[src/rtl/tsb_pkg.sv]
package tsb_pkg;

  localparam int COORD_WIDTH_DEF = 32;
  localparam int QUEUE_DEPTH     = 2;
  localparam int CODE_WIDTH      = 16;
  localparam int MANT_BITS       = 30;
  localparam int UNIT_SHIFT      = 14;

  typedef struct packed {
    logic signed [CODE_WIDTH-1:0] tangent_x;
    logic signed [CODE_WIDTH-1:0] tangent_y;
    logic signed [CODE_WIDTH-1:0] tangent_z;
    logic signed [CODE_WIDTH-1:0] bitangent_x;
    logic signed [CODE_WIDTH-1:0] bitangent_y;
    logic signed [CODE_WIDTH-1:0] bitangent_z;
    logic                         degenerate;
  } result_t;

endpackage

[src/rtl/tsb_front.sv]
module tsb_front #(
  parameter int COORD_WIDTH = tsb_pkg::COORD_WIDTH_DEF
) (
  input  logic                          clk,
  input  logic                          rst,
  input  logic                          push,
  output logic                          full,
  input  logic signed [COORD_WIDTH-1:0] pos_x,
  input  logic signed [COORD_WIDTH-1:0] pos_y,
  input  logic signed [COORD_WIDTH-1:0] pos_z,
  input  logic signed [COORD_WIDTH-1:0] tex_s,
  input  logic signed [COORD_WIDTH-1:0] tex_t,
  output logic                          q_push,
  input  logic                          q_full,
  output logic [10*(COORD_WIDTH+1)-1:0] q_data
);

  localparam int W  = COORD_WIDTH;
  localparam int DW = COORD_WIDTH + 1;

  logic signed [W-1:0]  e_pos [3];
  logic signed [W-1:0]  f_pos [3];
  logic signed [W-1:0]  e_tex [2];
  logic signed [W-1:0]  f_tex [2];
  logic [1:0]           corner_count;
  logic signed [W-1:0]  g_pos [3];
  logic signed [W-1:0]  g_tex [2];
  logic signed [DW-1:0] delta [10];
  logic                 take;

  assign full  = q_full;
  assign take  = push && !q_full;
  assign g_pos[0] = pos_x;
  assign g_pos[1] = pos_y;
  assign g_pos[2] = pos_z;
  assign g_tex[0] = tex_s;
  assign g_tex[1] = tex_t;
  assign q_push = take && (corner_count == 2'd2);

  // order: p xyz, q xyz, s1, t1, s2, t2
  always_comb begin
    for (int c = 0; c < 3; c++) begin
      delta[c]     = {f_pos[c][W-1], f_pos[c]} - {e_pos[c][W-1], e_pos[c]};
      delta[3 + c] = {g_pos[c][W-1], g_pos[c]} - {e_pos[c][W-1], e_pos[c]};
    end
    delta[6] = {f_tex[0][W-1], f_tex[0]} - {e_tex[0][W-1], e_tex[0]};
    delta[7] = {f_tex[1][W-1], f_tex[1]} - {e_tex[1][W-1], e_tex[1]};
    delta[8] = {g_tex[0][W-1], g_tex[0]} - {e_tex[0][W-1], e_tex[0]};
    delta[9] = {g_tex[1][W-1], g_tex[1]} - {e_tex[1][W-1], e_tex[1]};
  end

  for (genvar i = 0; i < 10; i++) begin : g_pack
    assign q_data[i*DW +: DW] = delta[i];
  end

  always_ff @(posedge clk) begin
    if (rst) begin
      corner_count <= 2'd0;
    end else if (take) begin
      unique case (corner_count)
        2'd1: begin
          f_pos        <= g_pos;
          f_tex        <= g_tex;
          corner_count <= 2'd2;
        end
        2'd2: begin
          corner_count <= 2'd0;
        end
        default: begin
          e_pos        <= g_pos;
          e_tex        <= g_tex;
          corner_count <= 2'd1;
        end
      endcase
    end
  end

endmodule

[config.mk]
export PLATFORM = sky130hd
export DESIGN_NAME = tsb_front
export DESIGN_NICKNAME = d
export VERILOG_FILES = /design/src/rtl/tsb_pkg.sv /design/src/rtl/tsb_front.sv
export SDC_FILE = /design/constraint.sdc
export NUM_CORES = 1
export LEC_CHECK = 0
export BUFFER_PORTS_ARGS = -buffer_cell sky130_fd_sc_hd__buf_2
export CORE_ASPECT_RATIO = 2
export CORE_MARGIN = 4
export CORE_UTILIZATION = 52
export CTS_CLUSTER_SIZE = 10
export DETAILED_ROUTE_END_ITERATION = 8
export GPL_TIMING_DRIVEN = 0
export PLACE_DENSITY = 0.76
export SYNTH_ARGS = -nofsm -noshare
export SYNTH_HDL_FRONTEND = slang
export SYNTH_SLANG_ARGS = --single-unit
[constraint.sdc]
create_clock -name clk -period 8.4 [get_ports clk]
set_input_delay 1.68 -clock clk [delete_from_list [all_inputs] [get_ports clk]]
set_output_delay 1.68 -clock clk [all_outputs]
set_load 0.005 [all_outputs]
* Yosys cells after proc, flatten, opt, wreduce, memory -nomap -nowiden
Cells that the tools add are included.
Word-level totals: input port bits 164, output and inout port bits 332, word-level logic and storage cells 32, bits in registers 322
Cells by class: $add $sub $neg 10, bitwise logic cells 2, equality and inequality tests 2, reductions and logical operators 6, muxes and demuxes 1
Operators by type and width (count):
- 32-bit by 32-bit subtractor with 33-bit output | 10
- 3-bit AND reduction | 2
- 2-bit one-hot mux with 2 select lines | 1
- 2-bit by 1-bit equality test with 1-bit output, second input constant | 1
- 2-bit equality test, second input constant | 1
- 1-bit logical AND | 2
- 1-bit inverter | 2
- 2-bit OR reduction | 1
- 1-bit logical NOT | 1

* Depth between registers and ports, before layout
depth in word-level cells 4, gate-level depth with buffers 12, gate-level depth less buffers 12

* Worst setup path after synthesis
OpenSTA, ideal clock, no wires.
kind input to register, from input push, to register e_pos[0] in the netlist's numbering, enable pin, data arrival time 5.773 ns, slack 2.087 ns, path buffers 0, stages 2, data required time 7.860 ns, setup time 0.540 ns, cell sequence nor2b_1 and3b_1
Between the ends: longest elaborated chain between the ends 2
Ends and longest elaborated chain:
- start: declaration | line tsb_front.sv:6 | input logic push,
- 1-bit logical AND | line tsb_front.sv:32 | assign take = push && !q_full;
- 3-bit AND reduction (no source line)
- end signal: assignment | line tsb_front.sv:70 | e_pos <= g_pos;
- end: declaration | line tsb_front.sv:21 | logic signed [W-1:0] e_pos [3];
Every way passes these cells. A chain may end at the register's enable or synchronous reset.

* Final worst setup path
from input tex_t[0], to output q_data[325]
Between the ends: longest elaborated chain between the ends 1
Ends and longest elaborated chain:
- start: declaration | line tsb_front.sv:12 | input logic signed [COORD_WIDTH-1:0] tex_t,
- 32-bit by 32-bit subtractor with 33-bit output | line tsb_front.sv:49 | delta[9] = {g_tex[1][W-1], g_tex[1]} - {e_tex[1][W-1], e_tex[1]};
- end: declaration | line tsb_front.sv:15 | output logic [10*(COORD_WIDTH+1)-1:0] q_data
Every way passes these cells.

==> impl_metrics.xml <==
<?xml version="1.0" encoding="UTF-8"?>
<metrics>
  <group name="power_and_ir_drop">
    <metric name="power.ir.vdd_worst" unit="mV">0.167</metric>
    <metric name="finalPower" unit="mW">4.50</metric>
    <metric name="leakage" unit="nW">13.9</metric>
    <metric name="power_per_cell_area" unit="nW/um^2">146</metric>
  </group>
  <group name="global_route">
    <metric name="via_count_of_the_first_global_routing_pass" unit="">24000</metric>
    <metric name="grt_start_max_net_pins" unit="">53</metric>
    <metric name="grtUsageTotal" unit="">0.288</metric>
    <metric name="grt_overflow_total" unit="">0</metric>
    <metric name="antenna_violations_before_repair" unit="">16</metric>
    <metric name="grt_pass1_wl" unit="um">127000</metric>
  </group>
  <group name="synth">
    <metric name="postSynthCellCount" unit="">2734</metric>
    <metric name="synth.avg_cell_area" unit="um^2">9.59</metric>
    <metric name="synth.yosys.warnings" unit="">0</metric>
    <metric name="netlist_top_cells_area" unit="">edfxtp_1, ha_1, xnor2_1, a21oi_1, a21o_1</metric>
    <metric name="ys.flop_type" unit="">edfxtp_1</metric>
    <metric name="synth.cell_area" unit="um^2">26200</metric>
    <metric name="yosys.area.top_type_share" unit="">0.367</metric>
    <metric name="synth_commonest_cells" unit="">ha_1, edfxtp_1, inv_1, a21oi_1, xnor2_1</metric>
    <metric name="synth_top_cell_by_area" unit="">edfxtp_1</metric>
    <metric name="ys_async_sr_fraction" unit="">0</metric>
    <metric name="number_of_synthesized_flops_with_an_enable_pin" unit="">320</metric>
    <metric name="synthMostInstantiatedCell" unit="">ha_1</metric>
    <metric name="yosys.cell_types.count" unit="">89</metric>
    <metric name="synth.net_count" unit="">3230</metric>
    <metric name="yosys_register_bits" unit="">322</metric>
    <metric name="synth_seq_area_share" unit="">0.368</metric>
  </group>
  <group name="setup_path">
    <metric name="worst-endpoint-arrival" unit="ns">5.07</metric>
    <metric name="worstPathMaxFanout" unit="">6</metric>
    <metric name="setup.worst_path.start_class" unit="">input pin</metric>
    <metric name="worst_ep_required_time" unit="ns">6.72</metric>
    <metric name="path_buf_inv" unit="">3</metric>
    <metric name="worst_setup_path_end_kind" unit="">output port</metric>
    <metric name="crit_chain" unit="">buf_2 -&gt; inv_1 -&gt; ha_1 -&gt; fa_1 -&gt; nor2b_1 -&gt; o31ai_1 -&gt; a21oi_1 -&gt; a21oi_1 -&gt; nor4_1 -&gt; o21a_1 -&gt; o31a_1 -&gt; nor4_1 -&gt; a311o_1 -&gt; buf_2</metric>
    <metric name="crit_path_top_delay_cell" unit="">nor4_1</metric>
    <metric name="cpPeakStageDelay" unit="ns">0.60</metric>
    <metric name="critical-path-top-delay-family" unit="">compound AO/OA/AOI/OAI gates</metric>
    <metric name="timing.setup.critical_path_class" unit="">input pin to output port</metric>
  </group>
  <group name="routing">
    <metric name="detail_route.wl_per_cell" unit="um">20.9</metric>
    <metric name="detail_route.first_pass.iterations" unit="">6</metric>
    <metric name="dr_total_vias" unit="">23400</metric>
    <metric name="postRouteWirelength" unit="um">82500</metric>
    <metric name="postRouteAntennaNets" unit="">0</metric>
    <metric name="drt_iter0_markers" unit="">1447</metric>
    <metric name="drcViolationCount" unit="">0</metric>
    <metric name="avgViaCountPerCell" unit="">5.93</metric>
  </group>
  <group name="cts">
    <metric name="cts_root_buffer" unit="">clkbuf_16</metric>
    <metric name="cts_resized" unit="">0</metric>
    <metric name="worstSkewPairLatency" unit="ns">0.55</metric>
    <metric name="tritoncts_num_sinks" unit="">322</metric>
    <metric name="tritoncts" unit="">done</metric>
    <metric name="ctsLongestPathBuffers" unit="">3</metric>
    <metric name="cts_inserted_buffers" unit="">38</metric>
    <metric name="hold_buf_count_cts" unit="">0</metric>
    <metric name="worst_setup_hold_path_clk_slew" unit="ns">0.05</metric>
    <metric name="cts_htree_levels" unit="">2</metric>
    <metric name="postCtsSetupBuffers" unit="">0</metric>
  </group>
  <group name="status">
    <metric name="status" unit="">completed</metric>
  </group>
  <group name="layout">
    <metric name="layout.cell_area.non_filler" unit="um^2">30800</metric>
    <metric name="drive_above_1_share" unit="">0.176</metric>
    <metric name="areaGrowthSynthToFinish" unit="%">17.4</metric>
    <metric name="finish.net_count" unit="">3771</metric>
    <metric name="instances_no_fill" unit="">3948</metric>
  </group>
  <group name="floorplan">
    <metric name="placement_rows" unit="">116</metric>
    <metric name="i_o_pins" unit="">496</metric>
    <metric name="floorplan.die_area" unit="um^2">54300</metric>
    <metric name="initial_standard_cell_utilization_of_the_core" unit="">0.525</metric>
    <metric name="core_area" unit="um^2">49900</metric>
    <metric name="die_x" unit="um">167</metric>
    <metric name="die_height" unit="um">326</metric>
  </group>
  <group name="job">
    <metric name="drv_cap" unit="">0</metric>
  </group>
  <group name="sta">
    <metric name="setup_viol" unit="">0</metric>
    <metric name="period_minus_slack" unit="ns">6.75</metric>
    <metric name="timing.fmax" unit="MHz">148</metric>
    <metric name="final.period_utilization" unit="">0.804</metric>
    <metric name="fin_worst_hold_slack" unit="ns">0.636</metric>
    <metric name="maxSlewHeadroom" unit="">0.364</metric>
    <metric name="slew_violations" unit="">0</metric>
    <metric name="unrepaired_setup_endpoints_after_global_routing" unit="">no</metric>
    <metric name="fin_tns_setup" unit="ns">0</metric>
    <metric name="hold_viol" unit="">0</metric>
    <metric name="skew" unit="ns">0.00803</metric>
    <metric name="tightest_slew" unit="ns">0.942</metric>
  </group>
  <group name="placed_design">
    <metric name="dpl.hpwl" unit="um">66800</metric>
    <metric name="dpl.cell_count" unit="">3884</metric>
    <metric name="gpl.final_weighted_congestion" unit="">1.00</metric>
    <metric name="portBuffers" unit="">495</metric>
    <metric name="post_place_instance_area" unit="um^2">29700</metric>
  </group>
  <group name="min_path">
    <metric name="hold_class" unit="">flip-flop to flip-flop</metric>
  </group>
</metrics>
## layout make-up
| type | instances | area, um^2 |
|---|---|---|
| Timing Repair Buffer | 501 | 2640 |
| Antenna cell | 11 | 27.5 |
| Inverter | 265 | 995 |
| Sequential cell | 322 | 9650 |
| Clock inverter | 2 | 7.51 |
| Multi-Input combinational cell | 2112 | 15400 |
| Tap cell | 649 | 812 |
| Buffer | 35 | 136 |
| Clock buffer | 51 | 1060 |
| Fill cell | 4254 | 19200 |
## routing by layer
metal  vias to the layer above  wire length (um)  global-route usage
li1                      11200                 -                   -
met1                     11100             27600               0.273
met2                       912             44100               0.559
met3                       238              6150              0.0766
met4                        12              4630               0.145
met5                         -                76                   0
## worst min-delay path, cell delays in order (launching register included)
cell and delay, ns:
dfxtp_1 0.31, inv_1 0.07, nor2_1 0.06, a21oi_1 0.11, nor2_1 0.05
## registers in the layout, indices dropped and copies added, names as in the netlist
| signal | flops |
|---|---|
| e_tex | 64 |
| f_tex | 64 |
| e_pos | 96 |
| corner_count | 2 |
| f_pos | 96 |
## metrics by stage
step | setup slack, ns | util
after detailed placement | 1.72 | 0.594
after CTS | 1.71 | 0.616
after floorplan | 2.09 | -
final | 1.65 | 0.616
after global placement | -0.606 | 0.591
after global routing | 1.53 | 0.616
## final timing paths
check / startpoint / to / slack, ns / cells past startpoint
worst max-delay path: tex_t[0] / q_data[325] / 1.65 / 14
worst min register to register: corner_count[1] / corner_count[1] / 0.64 / 4
worst max register to register: corner_count[0] / e_pos[31] / 6.06 / 5
worst min-delay path: corner_count[1] / corner_count[1] / 0.64 / 4
## cell usage in the layout, fill, tap and decap left out, types with 15 or more instances in the layout
master and n:
o21bai_1 25, nand4_1 24, nor2b_1 59, nor2_1 185, a21oi_1 242, inv_1 265
o31ai_1 15, edfxtp_1 320, ha_1 322, clkbuf_1 42, xnor2_1 187, o21ai_0 158
nand3_1 56, a31oi_1 43, clkbuf_16 41, nand2_1 126, buf_2 496, o211ai_1 20
o21a_1 61, xor2_1 75, and3_1 22, a21o_1 134, and2_1 19, nand2b_1 33
or3_1 16, nor3_1 56
## logic make-up (layout without fill, tap and decap cells)
logic type	Yosys count	after routing	synth area share
multiplexers	2	2	0.000764
other	0	11	0
adder cells (fa/ha/maj)	332	332	0.161
XOR/XNOR	262	262	0.0875
AO/OA/AOI/OAI	865	865	0.216
buffers and inverters	300	854	0.0431
AND/OR/NAND/NOR	651	651	0.124
flip-flops	322	322	0.368
## power by group
| group | leakage (nW) | internal [mW] | switching [mW] |
|---|---|---|---|
| Combinational | 10.5 | 0.479 | 0.672 |
| Clock | 0.520 | 0.872 | 0.660 |
| Sequential | 2.92 | 1.81 | 0.00881 |
Power figures use the tool's default switching activity.
