`src/rtl/tsb_pkg.sv`:
```
package tsb_pkg;

  localparam int COORD_WIDTH_DEF = 32;
  localparam int QUEUE_DEPTH     = 2;
  localparam int CODE_WIDTH      = 16;
  localparam int MANT_BITS       = 30;
  localparam int UNIT_SHIFT      = 14;

  typedef struct packed {
    logic signed [CODE_WIDTH-1:0] tangent_x;
    logic signed [CODE_WIDTH-1:0] tangent_y;
    logic signed [CODE_WIDTH-1:0] tangent_z;
    logic signed [CODE_WIDTH-1:0] bitangent_x;
    logic signed [CODE_WIDTH-1:0] bitangent_y;
    logic signed [CODE_WIDTH-1:0] bitangent_z;
    logic                         degenerate;
  } result_t;

endpackage

```
`src/rtl/tsb_fifo.sv`:
```
module tsb_fifo #(
  parameter int WIDTH = 8,
  parameter int DEPTH = tsb_pkg::QUEUE_DEPTH
) (
  input  logic             clk,
  input  logic             rst,
  input  logic             push,
  output logic             full,
  input  logic [WIDTH-1:0] wdata,
  input  logic             pop,
  output logic             empty,
  output logic [WIDTH-1:0] rdata
);

  localparam int PW = (DEPTH > 1) ? $clog2(DEPTH) : 1;
  localparam int CW = $clog2(DEPTH + 1);

  logic [WIDTH-1:0] mem [DEPTH];
  logic [PW-1:0]    wr_ptr;
  logic [PW-1:0]    rd_ptr;
  logic [CW-1:0]    count;
  logic             do_push;
  logic             do_pop;

  assign full    = (count == CW'(DEPTH));
  assign empty   = (count == '0);
  assign do_push = push && !full;
  assign do_pop  = pop && !empty;
  assign rdata   = mem[rd_ptr];

  always_ff @(posedge clk) begin
    if (do_push) begin
      mem[wr_ptr] <= wdata;
    end
  end

  always_ff @(posedge clk) begin
    if (rst) begin
      wr_ptr <= '0;
      rd_ptr <= '0;
      count  <= '0;
    end else begin
      if (do_push) begin
        wr_ptr <= (wr_ptr == PW'(DEPTH - 1)) ? '0 : wr_ptr + 1'b1;
      end
      if (do_pop) begin
        rd_ptr <= (rd_ptr == PW'(DEPTH - 1)) ? '0 : rd_ptr + 1'b1;
      end
      if (do_push && !do_pop) begin
        count <= count + 1'b1;
      end else if (do_pop && !do_push) begin
        count <= count - 1'b1;
      end
    end
  end

endmodule

```
`config.mk`:
```
export PLATFORM = sky130hd
export DESIGN_NAME = tsb_fifo
export DESIGN_NICKNAME = d
export VERILOG_FILES = /design/src/rtl/tsb_pkg.sv /design/src/rtl/tsb_fifo.sv
export SDC_FILE = /design/constraint.sdc
export NUM_CORES = 1
export LEC_CHECK = 0
export ABC_AREA = 0
export BUFFER_PORTS_ARGS = -buffer_cell sky130_fd_sc_hd__clkbuf_2
export CAP_MARGIN = 20
export CORE_ASPECT_RATIO = 1.75
export CORE_MARGIN = 3
export CORE_UTILIZATION = 25
export CTS_CLUSTER_SIZE = 20
export DETAILED_ROUTE_END_ITERATION = 8
export GPL_ROUTABILITY_DRIVEN = 0
export PLACE_DENSITY = 0.52
export SYNTH_ARGS = -nofsm -noshare
export SYNTH_HDL_FRONTEND = slang
export SYNTH_SLANG_ARGS = --single-unit
```
`constraint.sdc`:
```
create_clock -name clk -period 1.5 [get_ports clk]
set_input_delay 0.45 -clock clk [delete_from_list [all_inputs] [get_ports clk]]
set_output_delay 0.45 -clock clk [all_outputs]
set_load 0.005 [all_outputs]
```
# Yosys cells after proc, flatten, opt, wreduce, memory -nomap -nowiden
# Memory sizes are Yosys's and may differ from the RTL's. A register that Yosys moved wholly into a read port is not among the register bits.
# Cells that the tools add are included.
[totals]
ff_bits = 4
ram_bits = 16
output_inout_bits = 10
wordCells = 27
mem_count = 1
[mem_list]
columns = ["name", "words", "width", "read_ports", "rd_clocked_by_memory_dff", "wr", "line_no", "source"]
rows = [
  ["mem", 2, 8, 1, 1, 1, "tsb_fifo.sv:18", "logic [WIDTH-1:0] mem [DEPTH];"],
]
[op_classes]
add_sub_neg = 4
eq_ne = 1
n_mux = 8
reduce_logical = 10
[ops]
columns = ["op", "n"]
rows = [
  ["$mux W1", 6],
  ["$logic_and A1 B1 Y1", 4],
  ["$logic_not A1 Y1", 4],
  ["$mux W2", 2],
  ["$add A1 B1 Y1 const B", 2],
  ["$add A2 B1 Y2 const B", 1],
  ["$eq A2 B2 Y1 const B", 1],
  ["$logic_not A2 Y1", 1],
  ["$reduce_bool A2 Y1", 1],
  ["$sub A2 B1 Y2 const B", 1],
]

# Logic depth before layout (Yosys ltp)
# Gate-level depths: netlist (run 1).
[depth]
word_depth = 7
depth_mapped = 6
depth_no_buf = 6

# Least setup slack after synthesis (run 1)
# OpenSTA, ideal clock, no wires.
[synth_path]
kind = "register -> register"
start = "register count[0]"
end = "register count[1]"
setup_time_ns = 0.070
arrival_time_ns = 1.386
t_required_ns = 1.430
slack_ns = 0.045
stages_incl_launch_ff = 5
n_path_buf = 0
period_less_slack_ns = 1.455
path_cell_list = "dfxtp_1 > o21ai_0 > ha_1 > or3_1 > a21oi_1"
[synth_via]
elab_chain_len = 6
elab_cells_between_ends = 15
cone_classes = "add/sub: 2; eq/ne: 1; mux: 2; reduce/logical: 10"
[synth_lines]
columns = ["item", "line_no", "source"]
rows = [
  ["start: declaration", "tsb_fifo.sv:21", "logic [CW-1:0] count;"],
  ["start signal: assignment", "tsb_fifo.sv:50", "count <= count + 1'b1;"],
  ["start signal: assignment", "tsb_fifo.sv:52", "count <= count - 1'b1;"],
  ["$eq A2 B2 Y1 / $logic_not A2 Y1 (equally long branches)", "tsb_fifo.sv:25, tsb_fifo.sv:26", ""],
  ["$logic_not A1 Y1 (on tied branches)", "tsb_fifo.sv:27, tsb_fifo.sv:28", ""],
  ["$logic_and A1 B1 Y1 (on tied branches)", "tsb_fifo.sv:27, tsb_fifo.sv:28", ""],
  ["$logic_not A1 Y1 (on tied branches)", "tsb_fifo.sv:51, tsb_fifo.sv:49", ""],
  ["$logic_and A1 B1 Y1 (on tied branches)", "tsb_fifo.sv:51, tsb_fifo.sv:49", ""],
  ["$reduce_bool A2 Y1 (no line) / $mux W2 (equally long branches)", "-", ""],
]
# Several ways; a longest one is shown, not always the timed one. The select of a mux whose other input is x is not followed.
# A chain may end at the register's enable or synchronous reset.

==> results of run 1 <==
## repair_timing
item / CTS / global route
gates resized for setup: 12 / 2
endpoints found under the hold margin: 0 / 0
buffers inserted: 0 / 1
pin swaps: 0 / 1
setup endpoints to repair: 9 / 9
## sequential cells by signal (all words and copies together), names as in the netlist, named ones only
signal / cells
wr_ptr: 1
rd_ptr: 1
mem: 16
count: 2
## logic make-up after synthesis
group                    after synthesis  share of synthesized area
XOR/XNOR                               3                     0.0331
flip-flops                            21                      0.732
buffers and inverters                  3                     0.0158
adder cells (fa/ha/maj)                1                     0.0158
AND/OR/NAND/NOR                        9                     0.0584
multiplexers                           8                      0.114
AO/OA/AOI/OAI                          5                     0.0315
## critical path, delay by kind of cell (launching register included)
| kind | cells | cell delay, ns |
|---|---|---|
| flops | 1 | 0.34 |
| buf+inv | 2 | 0.24 |
| mux | 1 | 0.30 |
## synth_stat cells
| cell type | instances | area, sq um |
|---|---|---|
| ha_1 | 1 | 12.5 |
| xor2_1 | 3 | 26.3 |
| nor2_1 | 5 | 18.8 |
| or3_1 | 2 | 12.5 |
| nor2b_2 | 1 | 8.76 |
| dfxtp_1 | 5 | 100 |
| mux2_2 | 8 | 90.1 |
| inv_1 | 2 | 7.51 |
| edfxtp_1 | 16 | 480 |
| o21ai_0 | 3 | 15.0 |
| and2_1 | 1 | 6.26 |
| buf_2 | 1 | 5.00 |
| a21oi_1 | 2 | 10.0 |
## worst paths after layout
check | depth (start not counted) | startpoint | slack [ns] | endpoint
setup reg to reg | 5 | count[1] | 0.10 | count[1]
hold reg to reg | 2 | wr_ptr | 0.50 | wr_ptr
setup / recovery | 3 | register | -0.09 | rdata[7]
hold / removal | 1 | wdata[0] | 0.38 | mem[1][0]
## through the flow
stage | total power [uW] | setup TNS (ns) | area [sq um] | utilization | instances
4_1_cts | 1860 | -0.809 | 1110 | 0.372 | 122
3_5_place_dp | 1410 | -0.0584 | 1030 | 0.344 | 118
6_report | 1850 | -0.686 | 1120 | 0.376 | 123
3_3_place_gp | 1390 | -0.0249 | 1030 | 0.344 | 118
2_1_floorplan | 1090 | 0 | 793 | - | 50
5_1_grt | 1960 | -1.02 | 1120 | 0.376 | 123
## power by group
part	internal, uW	leakage [uW]	switching [uW]
logic	411	0.000251	279
clock network	185	0.0000255	178
registers	752	0.000192	48.8
## cells in the final DEF (no fill, tap or decap)
cell / count
clkbuf_2: 21
ha_1: 1
xor2_1: 3
buf_4: 4
dfxtp_1: 3
and2_1: 1
clkbuf_8: 3
nor2_2: 1
dfxtp_2: 1
o21ai_1: 1
inv_1: 2
edfxtp_1: 16
dfxtp_4: 1
nor2b_4: 1
or3_1: 2
o21ai_0: 2
a21oi_1: 2
clkinv_2: 1
buf_12: 3
mux2_4: 8
nor2_1: 4
## layer usage
layer	track usage	up-vias	wire length [microns]	part of all wire
met3	0.0130	2	60	0.043
li1	-	243	-	-
met2	0.152	14	783	0.56
met1	0.0747	227	516	0.37
met5	0	-	0	0
met4	0.0427	0	27	0.019
## layout make-up
class,count,share of cell area
clock buffer,3,0.0367
clock inverter,1,0.00445
inverter,2,0.00667
multi-input combinational,26,0.211
sequential,21,0.521
tap,42,0.0467
timing repair buffer,28,0.174
==> results.yml, run 1 <==
die:
  start_util: 0.265
  ios: 22
  fp.dieH_microns: 80.5
  core_area_sq_um: 2990
  num_rows: 26
  dieArea_sq_um: 3910
  fp.dieW_microns: 48.6
critical_path:
  required_ns: 1.05
  critPathSlowestCell: "dfxtp_2"
  critical_path_class: "register to primary output"
  max_stage_delay_ns: 0.34
  path_max_fanout: 8
  cp-start-kind: "register"
  crit_chain: "buf_12, mux2_4, clkbuf_2"
  cp.arrival_ns: 1.14
  end_kind: "primary output"
cells_and_area:
  regArea_sq_um: 586
  fill_cells: 331
  layout-drive-gt1-share: 0.543
  multiInputGateArea_sq_um: 238
  nets: 95
  n_antenna_cell: 0
  syn2layout_area_growth_pct: 41.8
global_routing:
  grt_overflow: 0
  grt_pass1_vias: 541
  grt_start_max_net_pins: 13
  grtUsageTotal: 0.0773
  grt_pass1_wl_mm: 2.28
  antenna_found_initial: 0
pwr:
  p_leak_uw: 0.000469
  power.density_nw_per_um2: 1650
  peakVddDrop_mv: 0.910
cts:
  cts.sinks: 21
  cts_root_buf: "clkbuf_8"
  cts_hold_buffers: 0
  htreeDepth: 1
  tritoncts: "built"
  path_clk_slew_ns: 0.07
  numCtsBuffers: 3
  clk_latency_ns: 0.26
  clk_path_buf_depth: 2
sta:
  fmax_mhz: 629
  holdWs_ns: 0.381
  setup_viol: 8
  finalCriticalPeriod_ns: 1.59
  fin_ws_ns: -0.0910
  slew_violations: 0
  fin_skew_ns: 0.00344
  rsz0062_at_grt: "true"
  finalHoldViolations: 0
  maxSlewHeadroom: 0.863
  worst_pin_slew_ns: 0.203
  fin_crit_sh: 1.06
routing:
  wl_per_cell_microns: 11.3
  drt-total-wl_mm: 1.39
  ant_nets: 0
  drt-vias-per-instance: 3.95
  drtIter0Drc: 12
  vias: 486
  drc_errors: 0
  dr.pass1.iters: 3
placed_design:
  place_ws_ns: -0.0584
  dpl.hpwl_mm: 1.06
  port_buffers: 21
hold_path:
  hold_path_class: "input port to register"
status:
  violations: "negative setup slack"
  outcome: "complete, but fails checks"
yosys:
  synth_cell_type_count: 13
  seq_area_frac_synth: 0.732
  synth_seq_cells: 21
  ys_warn_count: 0
  synth_cells: 50
  synth_nets: 63
  synth_area_sq_um: 793
  syn_area_per_cell_sq_um: 15.9
run:
  maxCapViolCount: 0
(Power assumes the default switching activity.)
==> run 2, diff against run 1 <==
--- a/config.mk
+++ b/config.mk
@@ -14,7 +14,7 @@
 export CTS_CLUSTER_SIZE = 20
 export DETAILED_ROUTE_END_ITERATION = 8
 export GPL_ROUTABILITY_DRIVEN = 0
-export PLACE_DENSITY = 0.52
+export PLACE_DENSITY = 0.5
 export SYNTH_ARGS = -nofsm -noshare
 export SYNTH_HDL_FRONTEND = slang
 export SYNTH_SLANG_ARGS = --single-unit
==> constraint.sdc (replaced) <==
create_clock -name clk -period 1.48 [get_ports clk]
set_input_delay 0.444 -clock clk [delete_from_list [all_inputs] [get_ports clk]]
set_output_delay 0.444 -clock clk [all_outputs]
set_load 0.005 [all_outputs]
==> run 2 against run 1 <==
  * The run still ends with negative setup slack left
  * Die area unchanged
  * Cell area shrank 1.6%
  * Register-to-register slack got worse by 0.02 ns
  * Critical path depth is the same
  * Final cell count unchanged
  * Worst setup slack got worse by 0.0056 ns
  * Power shrank 2.1%
  * Count of clock-buffer cells in the layout rose by 1
  * Critical path type unchanged
  * Largest cell class unchanged
  * Highest routed layer unchanged
==> results.yml, run 2 (synthesis results as in run 1) <==
status:
  outcome: "complete, but fails checks"
  violations: "negative setup slack"
routing:
  wl_per_cell_microns: 10.5
  dr.pass1.iters: 2
  drt-vias-per-instance: 4.01
  drc_errors: 0
  drtIter0Drc: 10
  drt-total-wl_mm: 1.30
  ant_nets: 0
  vias: 493
cts:
  cts.sinks: 21
  clk_latency_ns: 0.25
  htreeDepth: 1
  clk_path_buf_depth: 2
  numCtsBuffers: 3
  tritoncts: "built"
  cts_hold_buffers: 0
  path_clk_slew_ns: 0.07
  postCtsSetupBuffers: 0
  cts_root_buf: "clkbuf_8"
sta:
  rsz0062_at_grt: "true"
  finalCriticalPeriod_ns: 1.58
  worst_pin_slew_ns: 0.175
  fin_ws_ns: -0.0966
  setup_viol: 8
  finalHoldViolations: 0
  fin_crit_sh: 1.07
  final.setup.tns_ns: -0.712
  fin_skew_ns: 0.00640
  fmax_mhz: 634
  maxSlewHeadroom: 0.883
  slew_violations: 0
die:
  core_area_sq_um: 2990
  num_rows: 26
  fp.dieH_microns: 80.5
  ios: 22
  dieArea_sq_um: 3910
  fp.dieW_microns: 48.6
  start_util: 0.265
hold_path:
  worstHoldStart: "wdata[4]"
  hold_path_class: "input port to register"
global_routing:
  grt_pass1_vias: 465
  grt_pass1_wl_mm: 2.00
  grtUsageTotal: 0.0690
  antenna_found_initial: 0
  grt_overflow: 0
  grt_start_max_net_pins: 12
pwr:
  combPwrFrac: 0.353
  power.density_nw_per_um2: 1640
  cell_internal_pwr_uw: 1340
  clockPowerShare: 0.193
  p_sw_frac: 0.262
  peakVddDrop_mv: 0.700
  seqPwrFrac: 0.454
  p_leak_uw: 0.000461
  netSwitchingPower_uw: 476
placed_design:
  port_buffers: 21
  dpl.hpwl_microns: 994
  place_area_sq_um: 1010
  place_inst: 119
  place_ws_ns: -0.0550
critical_path:
  end_kind: "primary output"
  path_max_fanout: 8
  critical_path_class: "register to primary output"
  required_ns: 1.04
  cp-start-kind: "register"
  cp.arrival_ns: 1.13
  reg2reg_from: "count[1]"
run:
  maxCapViolCount: 0
cells_and_area:
  layout-drive-gt1-share: 0.543
  n_antenna_cell: 0
  layout_common_cells: "clkbuf_2, edfxtp_1, mux2_4"
  layout_commonest_cell: "clkbuf_2"
  largest_register: "mem"
  fin_area_sq_um: 1110
  top_regs: "mem: 16 flops, count: 2 flops"
  syn2layout_area_growth_pct: 39.6
  nets: 95
  largest_reg_flops: 16
  stdcell_count: 123
## run 2: cell types whose count changed in the layout (fill, tap and decap cells not counted)
| cell | delta |
|---|---|
| buf_8 | +1 |
| dfxtp_1 | -1 |
| buf_12 | -2 |
| buf_4 | +1 |
| dfxtp_2 | +1 |
| clkbuf_1 | +1 |
| clkinv_2 | -1 |
## run 2: path summary, 6_finish.rpt
path / end / slack, ns / cells past startpoint
max: rdata[3] / -0.1 / 3
min: mem[1][4] / 0.38 / 1
max reg2reg: count[1] / 0.08 / 5
min reg2reg: wr_ptr / 0.49 / 2
## run 2: through the flow
stage / total power, uW / hold WS (ns) / util
after CTS: 1820 / 0.375 / 0.366
after floorplan: 1110 / 0.452 / -
after global routing: 1940 / 0.372 / 0.370
after detailed placement: 1380 / 0.480 / 0.338
final: 1810 / 0.380 / 0.370
after global placement: 1370 / 0.486 / 0.338
## run 2: repair_timing
action	4_1_cts	5_1_grt
endpoints found under the setup margin	9	9
gates resized for setup	12	5
pin swaps	0	1
## run 2: final cells by class
| cell class | instances | area (sq um) |
|---|---|---|
| clock buffer | 4 | 45.0 |
| timing repair buffer | 28 | 178 |
| multi-input combinational | 26 | 238 |
| inverter | 2 | 7.51 |
| fill | 312 | 1890 |
| tap | 42 | 52.6 |
| sequential | 21 | 587 |
## run 2: routing by layer
metal	vias to the layer above	wire length, microns	GRT usage
li1	243	-	-
met5	-	0	0
met1	234	476	0.0620
met3	2	92	0.0260
met4	0	13	0.0427
met2	14	713	0.128
## run 2: worst max-delay path, stage by stage, from the launching register on
cell      delay (ns)
dfxtp_2         0.33
buf_8           0.14
mux2_4          0.30
clkbuf_2        0.11
## run 2: power groups by stage
stage | clock network (uW) | registers (uW) | logic (uW)
after floorplan | 0 | 802 | 307
after global placement | 0 | 806 | 563
after detailed placement | 0 | 815 | 569
after CTS | 366 | 812 | 643
after global routing | 396 | 835 | 709
final | 350 | 823 | 641
